--- config.mk ---
export PLATFORM = sky130hd
export DESIGN_NAME = tft_div
export DESIGN_NICKNAME = d
export VERILOG_FILES = /design/src/rtl/core/tft_pkg.sv /design/src/rtl/core/tft_div.sv
export SDC_FILE = /design/constraint.sdc
export NUM_CORES = 1
export LEC_CHECK = 0
export BUFFER_PORTS_ARGS = -buffer_cell sky130_fd_sc_hd__buf_2
export CAP_MARGIN = 20
export CELL_PAD_IN_SITES_DETAIL_PLACEMENT = 0
export CELL_PAD_IN_SITES_GLOBAL_PLACEMENT = 1
export CORE_MARGIN = 5
export CORE_UTILIZATION = 44
export CTS_CLUSTER_DIAMETER = 50
export DETAILED_ROUTE_END_ITERATION = 8
export PLACE_DENSITY_LB_ADDON = 0.3
export SLEW_MARGIN = 20
export SYNTH_ARGS = -nofsm -noshare
export SYNTH_HDL_FRONTEND = slang
export SYNTH_SLANG_ARGS = --single-unit
--- constraint.sdc ---
create_clock -name clk -period 2.7 [get_ports clk]
set_input_delay 0.27 -clock clk [delete_from_list [all_inputs] [get_ports clk]]
set_output_delay 0.27 -clock clk [all_outputs]
set_load 0.01 [all_outputs]
--- src/rtl/core/tft_pkg.sv ---
// Shared types, constants and codes for the transfer function table.
package tft_pkg;

    localparam int MaxPoints = 64;
    localparam int IdxBits   = 6;
    localparam int CntBits   = 7;
    localparam int PosBits   = 16;
    localparam int OpaBits   = 16;
    localparam int RgbBits   = 24;
    localparam int EntryBits = PosBits + OpaBits + RgbBits;

    localparam logic [2:0] OP_EVAL    = 3'd0;
    localparam logic [2:0] OP_INSERT  = 3'd1;
    localparam logic [2:0] OP_REMOVE  = 3'd2;
    localparam logic [2:0] OP_MOVE    = 3'd3;
    localparam logic [2:0] OP_RECOLOR = 3'd4;
    localparam logic [2:0] OP_FIND    = 3'd5;
    localparam logic [2:0] OP_LOAD    = 3'd6;
    localparam logic [2:0] OP_COUNT   = 3'd7;

    localparam logic [2:0] ST_OK       = 3'd0;
    localparam logic [2:0] ST_OUTSIDE  = 3'd1;
    localparam logic [2:0] ST_NOTFOUND = 3'd2;
    localparam logic [2:0] ST_REJECT   = 3'd3;
    localparam logic [2:0] ST_FULL     = 3'd4;

    localparam logic [0:0] REG_TOL_X = 1'd0;
    localparam logic [0:0] REG_TOL_Y = 1'd1;

    typedef struct packed {
        logic [2:0]  opcode;
        logic [6:0]  entry_index;
        logic [15:0] position_x;
        logic [15:0] position_y;
        logic [7:0]  in_red;
        logic [7:0]  in_green;
        logic [7:0]  in_blue;
    } req_t;

    typedef struct packed {
        logic [7:0]  out_red;
        logic [7:0]  out_green;
        logic [7:0]  out_blue;
        logic [15:0] out_opacity;
        logic [5:0]  found_index;
        logic [2:0]  status;
    } rsp_t;

    typedef struct packed {
        logic [0:0]  index;
        logic [15:0] data;
    } cfg_t;

    // Divider control
    typedef struct packed {
        logic        start;
        logic [31:0] dividend;
        logic [15:0] divisor;
    } div_req_t;

    typedef struct packed {
        logic        done;
        logic [15:0] quotient;
    } div_rsp_t;

endpackage

--- src/rtl/core/tft_div.sv ---
// Restoring divider, one quotient bit per cycle.
module tft_div (
    input  logic              clk,
    input  logic              rst_n,
    input  tft_pkg::div_req_t req,
    output tft_pkg::div_rsp_t rsp
);
    logic [31:0] quo_reg, quo_next;
    logic [16:0] rem_reg, rem_next;
    logic [15:0] dsr_reg, dsr_next;
    logic [5:0]  cnt_reg, cnt_next;
    logic        busy_reg, busy_next;
    logic        done_reg, done_next;
    logic [16:0] shifted;

    always_comb
    begin
        quo_next  = quo_reg;
        rem_next  = rem_reg;
        dsr_next  = dsr_reg;
        cnt_next  = cnt_reg;
        busy_next = busy_reg;
        done_next = 1'b0;
        shifted   = {rem_reg[15:0], quo_reg[31]};
        if (req.start)
        begin
            quo_next  = req.dividend;
            rem_next  = '0;
            dsr_next  = req.divisor;
            cnt_next  = 6'd32;
            busy_next = 1'b1;
        end
        else if (busy_reg)
        begin
            if (shifted >= {1'b0, dsr_reg})
            begin
                rem_next = shifted - {1'b0, dsr_reg};
                quo_next = {quo_reg[30:0], 1'b1};
            end
            else
            begin
                rem_next = shifted;
                quo_next = {quo_reg[30:0], 1'b0};
            end
            cnt_next = cnt_reg - 6'd1;
            if (cnt_reg == 6'd1)
            begin
                busy_next = 1'b0;
                done_next = 1'b1;
            end
        end
    end

    always_ff @(posedge clk or negedge rst_n)
    begin
        if (!rst_n)
        begin
            busy_reg <= 1'b0;
            done_reg <= 1'b0;
            cnt_reg  <= '0;
        end
        else
        begin
            busy_reg <= busy_next;
            done_reg <= done_next;
            cnt_reg  <= cnt_next;
        end
    end

    always_ff @(posedge clk)
    begin
        quo_reg <= quo_next;
        rem_reg <= rem_next;
        dsr_reg <= dsr_next;
    end

    assign rsp.done     = done_reg;
    assign rsp.quotient = quo_reg[15:0];
endmodule

# Yosys cells after proc, flatten, opt, wreduce, memory -nomap -nowiden
# Index checks and enable logic that the tools add are counted.
# W data, S select, Z words.
dict set report word_totals {
  ff_bits 72
  latch_bits 0
  ram_bits 0
  romBits 0
  inputBits 51
  output_inout_bits 17
  wordCells 23
  mem_count 0
}
dict set report op_classes {
  add_sub_neg 2
  mul 0
  div_mod_pow 0
  n_lt_le_gt_ge 1
  n_eq_ne 1
  shift 0
  n_mux 12
  n_bitwise 0
  n_reduce_logical 1
}
# op n
set op_table {}
lappend op_table {{$mux W32} 2}
lappend op_table {{$ge A17 B16 Y1} 1}
lappend op_table {{$mux W16} 1}
lappend op_table {{$sub A16 B16 Y16} 1}
lappend op_table {{$mux W6} 2}
lappend op_table {{$mux W1} 7}
lappend op_table {{$eq A6 B1 Y1 const B} 1}
lappend op_table {{$sub A6 B1 Y6 const B} 1}
lappend op_table {{$reduce_bool A2 Y1} 1}

# Logic depth before layout (Yosys ltp)
# Gate-level depths: netlist (run 1).
dict set report depth {
  ltp_word 4
  mapped_depth 12
  ltp_nobuf 10
}

# Worst setup path before layout (run 1)
# OpenSTA, ideal clock, no wires.
dict set report synth_timing {
  path_kind {flip-flop to flip-flop}
  startpoint {register dsr_reg[11]}
  endpoint {register rem_reg[15]}
  setup_time_ns 0.069
  arrival_time_ns 2.115
  required_ns 2.631
  slack_ns 0.516
  stages_incl_launch_ff 13
  path_buffers 3
  synth_period_minus_slack_ns 2.184
  path_cell_list {edfxtp_1 -> inv_1 -> ha_1 -> buf_4 -> nand2_1 -> o21ai_1 -> o21bai_2 -> o31ai_4 -> o21a_1 -> buf_6 -> buf_8 -> a2111o_1 -> o21ai_1}
}
dict set report synth_between {
  elab_chain_cells 2
  elab_cells_between_ends 3
  classes_between {1 x add/sub; 1 x order compare; 1 x mux}
}
# element line
set synth_lines {}
lappend synth_lines {{start, declared} tft_div.sv:10} ;# logic [15:0] dsr_reg, dsr_next;
lappend synth_lines {{start signal, assigned} tft_div.sv:74} ;# dsr_reg <= dsr_next;
lappend synth_lines {{$sub A16 B16 Y16 / $ge A17 B16 Y1 (equally long branches)} {tft_div.sv:37, tft_div.sv:35}}
lappend synth_lines {{$mux W16 *} tft_div.sv:35} ;# if (shifted >= {1'b0, dsr_reg})
lappend synth_lines {{end signal, assigned} tft_div.sv:73} ;# rem_reg <= rem_next;
lappend synth_lines {{end, declared} tft_div.sv:9} ;# logic [16:0] rem_reg, rem_next;
# Every way passes the cells marked *; elsewhere a longest branch is shown, timed or not.
# A chain may end at the register's enable or synchronous reset.

# Final worst setup path (run 1)
dict set report layout_timing {
  startpoint {register dsr_reg[12]}
  endpoint {register rem_reg[0]}
}
dict set report layout_between {
  elab_chain_cells 2
}
# element line
set layout_lines {}
lappend layout_lines {{$ge A17 B16 Y1} tft_div.sv:35}
lappend layout_lines {{$mux W16} tft_div.sv:35}
# Every way passes these cells.

==> run_results.csv, run 1 <==
group,metric,value,unit
outcome,outcome,"finished clean",
floorplan,start_util,0.447,
yosys,syn_area,3860,sq um
power,pwr-share-seq,0.478,
setup_path,crit_type,"reg2reg",
power,clock_power_share,0.312,
power,power_density,678,nW/um^2
placement,dp_hpwl,5190,microns
cts,clockBufferDepth,2,
finish,final_util,0.511,
routing,avgRoutedWirePerCell,14.5,microns
timing,finalCritPeriodShare,0.889,
timing,slew_viol_final,0,
floorplan,dieArea,10700,sq um
timing,fin_crit,2400,ps
floorplan,ios,68,
global_routing,grt_max_degree,33,
finish,largest_reg_flops,32,
routing,ant_nets,0,
timing,hold_viol_final,0,
cts,ctsResizeCount,0,
global_routing,grt_pass1_vias,2587,
cts,post-cts-setup-buffers,0,
cts,cts_sinks,72,
routing,vias_per_cell,5.15,
cts,clock_latency,340,ps
power,switching_share,0.276,
yosys,synth_ff_type,"edfxtp_1",
timing,setup_viol,0,
global_routing,track_usage,0.139,
finish,area_growth,14.5,%
timing,max_freq,417,MHz
yosys,async_flop_share,0.111,
routing,routed_wl,7250,microns
finish,final_common_cell,"buf_2",
cts,cts_tree,"yes",
setup_path,arrival,2650,ps
timing,fin_worst_skew,4.42,ps
yosys,yosys_warnings,0,
yosys,syn-num-nets,400,
timing,rsz0062_at_grt,"false",
timing,worst_pin_slew,605,ps
finish,nets,456,
floorplan,fp.dieH,104,microns
yosys,synth.yosys.seq_area_share,0.509,
finish,drive_gt1_frac,0.320,
floorplan,die_w,104,microns
floorplan,num_rows,34,
placement,gp_congestion,0.839,
power,power_leakage,1.96,nW
power,comb_power_share,0.210,
yosys,avgSynthCellArea,11.7,sq um
routing,drc,0,
power,ir_drop,0.395,mV
yosys,ys_ff_latch,72,
yosys,synth_edf_count,48,
worst_hold_path,worstHoldPathType,"in2reg",
setup_path,crit_fanout,24,
setup_path,crit_path_start_kind,"flip-flop",
finish,most-common-layout-cells,"buf_2 (67), edfxtp_1 (48), mux2_2 (31)",
power,netSwitchingPower,0.000826,W
yosys,synthDistinctLibCells,48,
placement,portBuffers,67,
cts,htree_levels,3,
setup_path,crit_required,2950,ps
routing,vias,2568,
cts,cts-buffers-inserted,9,
floorplan,core,8640,sq um
timing,tns,0,ps
global_routing,grt_pass1_wl,12400,microns
global_routing,antenna_found_initial,0,
routing,first_pass_iters,4,
timing,slew_headroom,0.596,
cts,clk_root_buffer_cell,"clkbuf_8",
setup_path,cp-end-kind,"flip-flop",
finish,antenna_cells,0,
routing,drtIter0Drc,93,
global_routing,grt_overflow_total,0,
cts,cts_hold_buffers,1,
yosys,synth_cells,330,
flow_run,cap_viol_max_count,0,
cts,clk_pin_slew,80,ps
power,p_int,0.00217,W
-- cell type report --
class | count | area, sq um
flip-flops and latches | 72 | 1960
fillers | 808 | 4220
multi-input cells | 205 | 1600
inverters | 23 | 86.3
clock buffers | 9 | 124
repair buffers | 75 | 410
well taps | 108 | 135
clock inverters | 7 | 95.1
-- cells by family after synthesis --
kind of cell	after synthesis	synth area share
AOI/OAI and AO/OA	60	0.111
buffers and inverters	53	0.0753
DFF	72	0.509
xor gates and xnor gates	17	0.0386
muxes	43	0.122
adders and majority gates	19	0.0636
and+or+nand+nor	66	0.0808
-- critical path, stage by stage, from the launching register on --
cell	delay (ps)
edfxtp_1	330
inv_1	40
ha_1	400
nand2_1	150
o21ai_1	270
o21bai_2	190
o31ai_4	100
o21a_1	210
buf_12	170
or2_1	200
a311oi_1	250
-- power by group through the flow --
stage,Sequential (W),Clock (W),Combinational (W)
global placement,0.00146,0,0.000628
global route,0.00145,0.00102,0.000715
finish,0.00143,0.000934,0.000630
floorplan,0.00143,0,0.000525
CTS,0.00143,0.000965,0.000638
detailed placement,0.00146,0,0.000633
-- path summary, 6_finish.rpt --
kind	startpoint	to	slack, ps	cells after the start
min in group asynchronous	rst_n	cnt_reg[2]	290	2
min	req[5]	dsr_reg[5]	100	1
max reg2reg	dsr_reg[12]	rem_reg[0]	300	10
min reg2reg	rem_reg[10]	rem_reg[10]	480	2
max	dsr_reg[12]	rem_reg[0]	300	10
max in group asynchronous	rst_n	busy_reg	2240	2
-- synth_stat cells, types with 5 or more instances --
cell       n  area [sq um]
o21ai_1    6          30.0
a211oi_1  10          75.1
mux2i_1   12           120
xnor2_1    9          78.8
nand2_1   18          67.6
clkbuf_1   6          22.5
o21ai_0    6          30.0
dfxtp_1   16           320
dfrtp_1    8           200
xor2_1     8          70.1
a32oi_1    5          43.8
mux2_2    31           349
ha_1      18           225
buf_4     19           143
nor2_1    23          86.3
inv_1     23          86.3
edfxtp_1  48          1440
nand2b_1   5          31.3
a21oi_1   13          65.1
-- layer usage --
layer | GRT usage | routed length [microns] | share of wire | vias up
li1 | - | - | - | 1294
met2 | 0.204 | 3140 | 0.43 | 58
met3 | 0.0560 | 473 | 0.065 | 11
met1 | 0.190 | 3540 | 0.49 | 1205
met5 | 0 | 0 | 0 | -
met4 | 0.0394 | 90 | 0.012 | 0
-- stage by stage --
step | cells | hold slack (ps) | power, W | instance area [sq um] | setup WS [ps]
after floorplan | 330 | -25.6 | 0.00195 | 3860 | 516
after global placement | 482 | 123 | 0.00208 | 4190 | 354
final | 499 | 99.4 | 0.00300 | 4420 | 300
after global routing | 499 | 69.3 | 0.00319 | 4420 | 161
after detailed placement | 482 | 126 | 0.00209 | 4190 | 321
after CTS | 499 | 79.4 | 0.00304 | 4420 | 289
Power figures use the tool's default switching activity.
==> inputs of run 2 (changes only) <==
Settings changed: CTS_BUF_LIST set to sky130_fd_sc_hd__clkbuf_8 sky130_fd_sc_hd__clkbuf_16, RECOVER_POWER set to 25.
==> run_results.csv, run 2 (same netlist as run 1, synthesis figures left out) <==
group,metric,value,unit
power,pwr-share-seq,0.478,
cts,clk_root_buffer_cell,"clkbuf_8",
timing,fin_crit,2420,ps
timing,max_freq,413,MHz
power,p_int,0.00217,W
timing,fin_ws,278,ps
routing,first_pass_iters,4,
placement,post-place-ws,321,ps
routing,routed_wl,7250,microns
cts,clk_pin_slew,80,ps
global_routing,track_usage,0.139,
cts,clock_latency,340,ps
power,power_density,679,nW/um^2
routing,vias_per_cell,5.15,
worst_hold_path,worstHoldPathType,"in2reg",
timing,rsz0062_at_grt,"false",
cts,cts-buffers-inserted,9,
power,totalPowerFinal,0.00300,W
worst_hold_path,min_from,"req[5]",
placement,dp_hpwl,5190,microns
cts,htree_levels,3,
outcome,outcome,"finished clean",
finish,drive_gt1_frac,0.315,
timing,setup_viol,0,
global_routing,grt_pass1_wl,12400,microns
finish,most-common-layout-cells,"buf_2 (65), edfxtp_1 (48), mux2_2 (31)",
finish,area_growth,14.5,%
global_routing,grt_max_degree,33,
cts,cts_sinks,72,
finish,largest_reg_flops,32,
power,switching_share,0.276,
setup_path,crit_path_start_kind,"flip-flop",
floorplan,dieArea,10700,sq um
floorplan,start_util,0.447,
routing,drc,0,
routing,drtIter0Drc,93,
timing,tns,0,ps
power,comb_power_share,0.210,
floorplan,die_w,104,microns
cts,cts_tree,"yes",
routing,avgRoutedWirePerCell,14.5,microns
floorplan,ios,68,
finish,final_common_cell,"buf_2",
global_routing,antenna_found_initial,0,
setup_path,crit_fanout,24,
setup_path,arrival,2580,ps
cts,ctsResizeCount,0,
routing,ant_nets,0,
timing,worst_pin_slew,1440,ps
finish,nets,456,
setup_path,startpoint,"dsr_reg[12]",
floorplan,num_rows,34,
power,power_leakage,1.95,nW
cts,clockBufferDepth,2,
setup_path,cp-end-kind,"flip-flop",
placement,gp_congestion,0.839,
timing,slew_viol_final,0,
setup_path,crit_required,2860,ps
timing,hold_viol_final,0,
flow_run,cap_viol_max_count,0,
power,netSwitchingPower,0.000826,W
finish,final_util,0.511,
global_routing,grt_pass1_vias,2587,
finish,antenna_cells,0,
routing,vias,2568,
power,clock_power_share,0.312,
global_routing,grt_overflow_total,0,
setup_path,timing.rr.start,"dsr_reg[12]",
power,ir_drop,0.395,mV
floorplan,core,8640,sq um
floorplan,fp.dieH,104,microns
setup_path,crit_type,"reg2reg",
timing,fin_worst_skew,4.42,ps
timing,slew_headroom,0.0382,
placement,portBuffers,67,
timing,finalCritPeriodShare,0.897,
-- run 2: cell types whose count changed in the layout (fill, tap and decap cells not counted) --
cell | previous run | this run
clkbuf_1 | 0 | 2
buf_2 | 67 | 65
-- run 2: metrics by stage --
stage	hold slack (ps)	std cells	area, sq um
after floorplan	-25.6	330	3860
after global placement	123	482	4190
after detailed placement	126	482	4190
after CTS	79.4	499	4420
after global routing	69.3	499	4410
final	99.4	499	4410
-- run 2: critical path, cell delays in order (launching register included) --
cell	delay (ps)
edfxtp_1	330
inv_1	40
ha_1	370
a21oi_1	320
o21ai_1	180
o21bai_2	240
o31ai_4	70
o21a_1	190
buf_12	190
mux2i_1	220
a211oi_1	90
-- run 2: final cells by class --
cell class / count / area, sq um
Clock inverter: 7 / 95.1
Clock buffer: 9 / 124
Timing Repair Buffer: 75 / 408
Inverter: 23 / 86.3
Multi-Input combinational cell: 205 / 1600
Tap cell: 108 / 135
Fill cell: 809 / 4220
Sequential cell: 72 / 1960
-- run 2: routing by layer --
layer | vias to the layer above | wire [microns] | track usage | part of all wire
met5 | - | 0 | 0 | 0
met4 | 0 | 90 | 0.0394 | 0.012
met3 | 11 | 473 | 0.0560 | 0.065
met2 | 58 | 3140 | 0.204 | 0.43
met1 | 1205 | 3540 | 0.190 | 0.49
li1 | 1294 | - | - | -
-- run 2: final timing paths --
kind / to / slack (ps) / depth (start not counted)
min in group asynchronous: cnt_reg[2] / 370 / 2
worst min-delay path: dsr_reg[5] / 100 / 1
worst max register to register: rem_reg[2] / 280 / 10
worst max-delay path: rem_reg[2] / 280 / 10
max in group asynchronous: busy_reg / 2020 / 2
worst min register to register: rem_reg[10] / 480 / 2
-- run 2: power by group through the flow --
stage          Clock (W)  Sequential, W  Combinational (W)
3_3_place_gp           0        0.00146           0.000628
6_report        0.000934        0.00143           0.000630
4_1_cts         0.000965        0.00143           0.000638
3_5_place_dp           0        0.00146           0.000633
2_1_floorplan          0        0.00143           0.000525
5_1_grt          0.00102        0.00145           0.000715
-- run 2: what timing repair did --
item	in CTS	in global routing
setup buffers	0	0
hold buffers	1	0
hold endpoints to repair	8	0
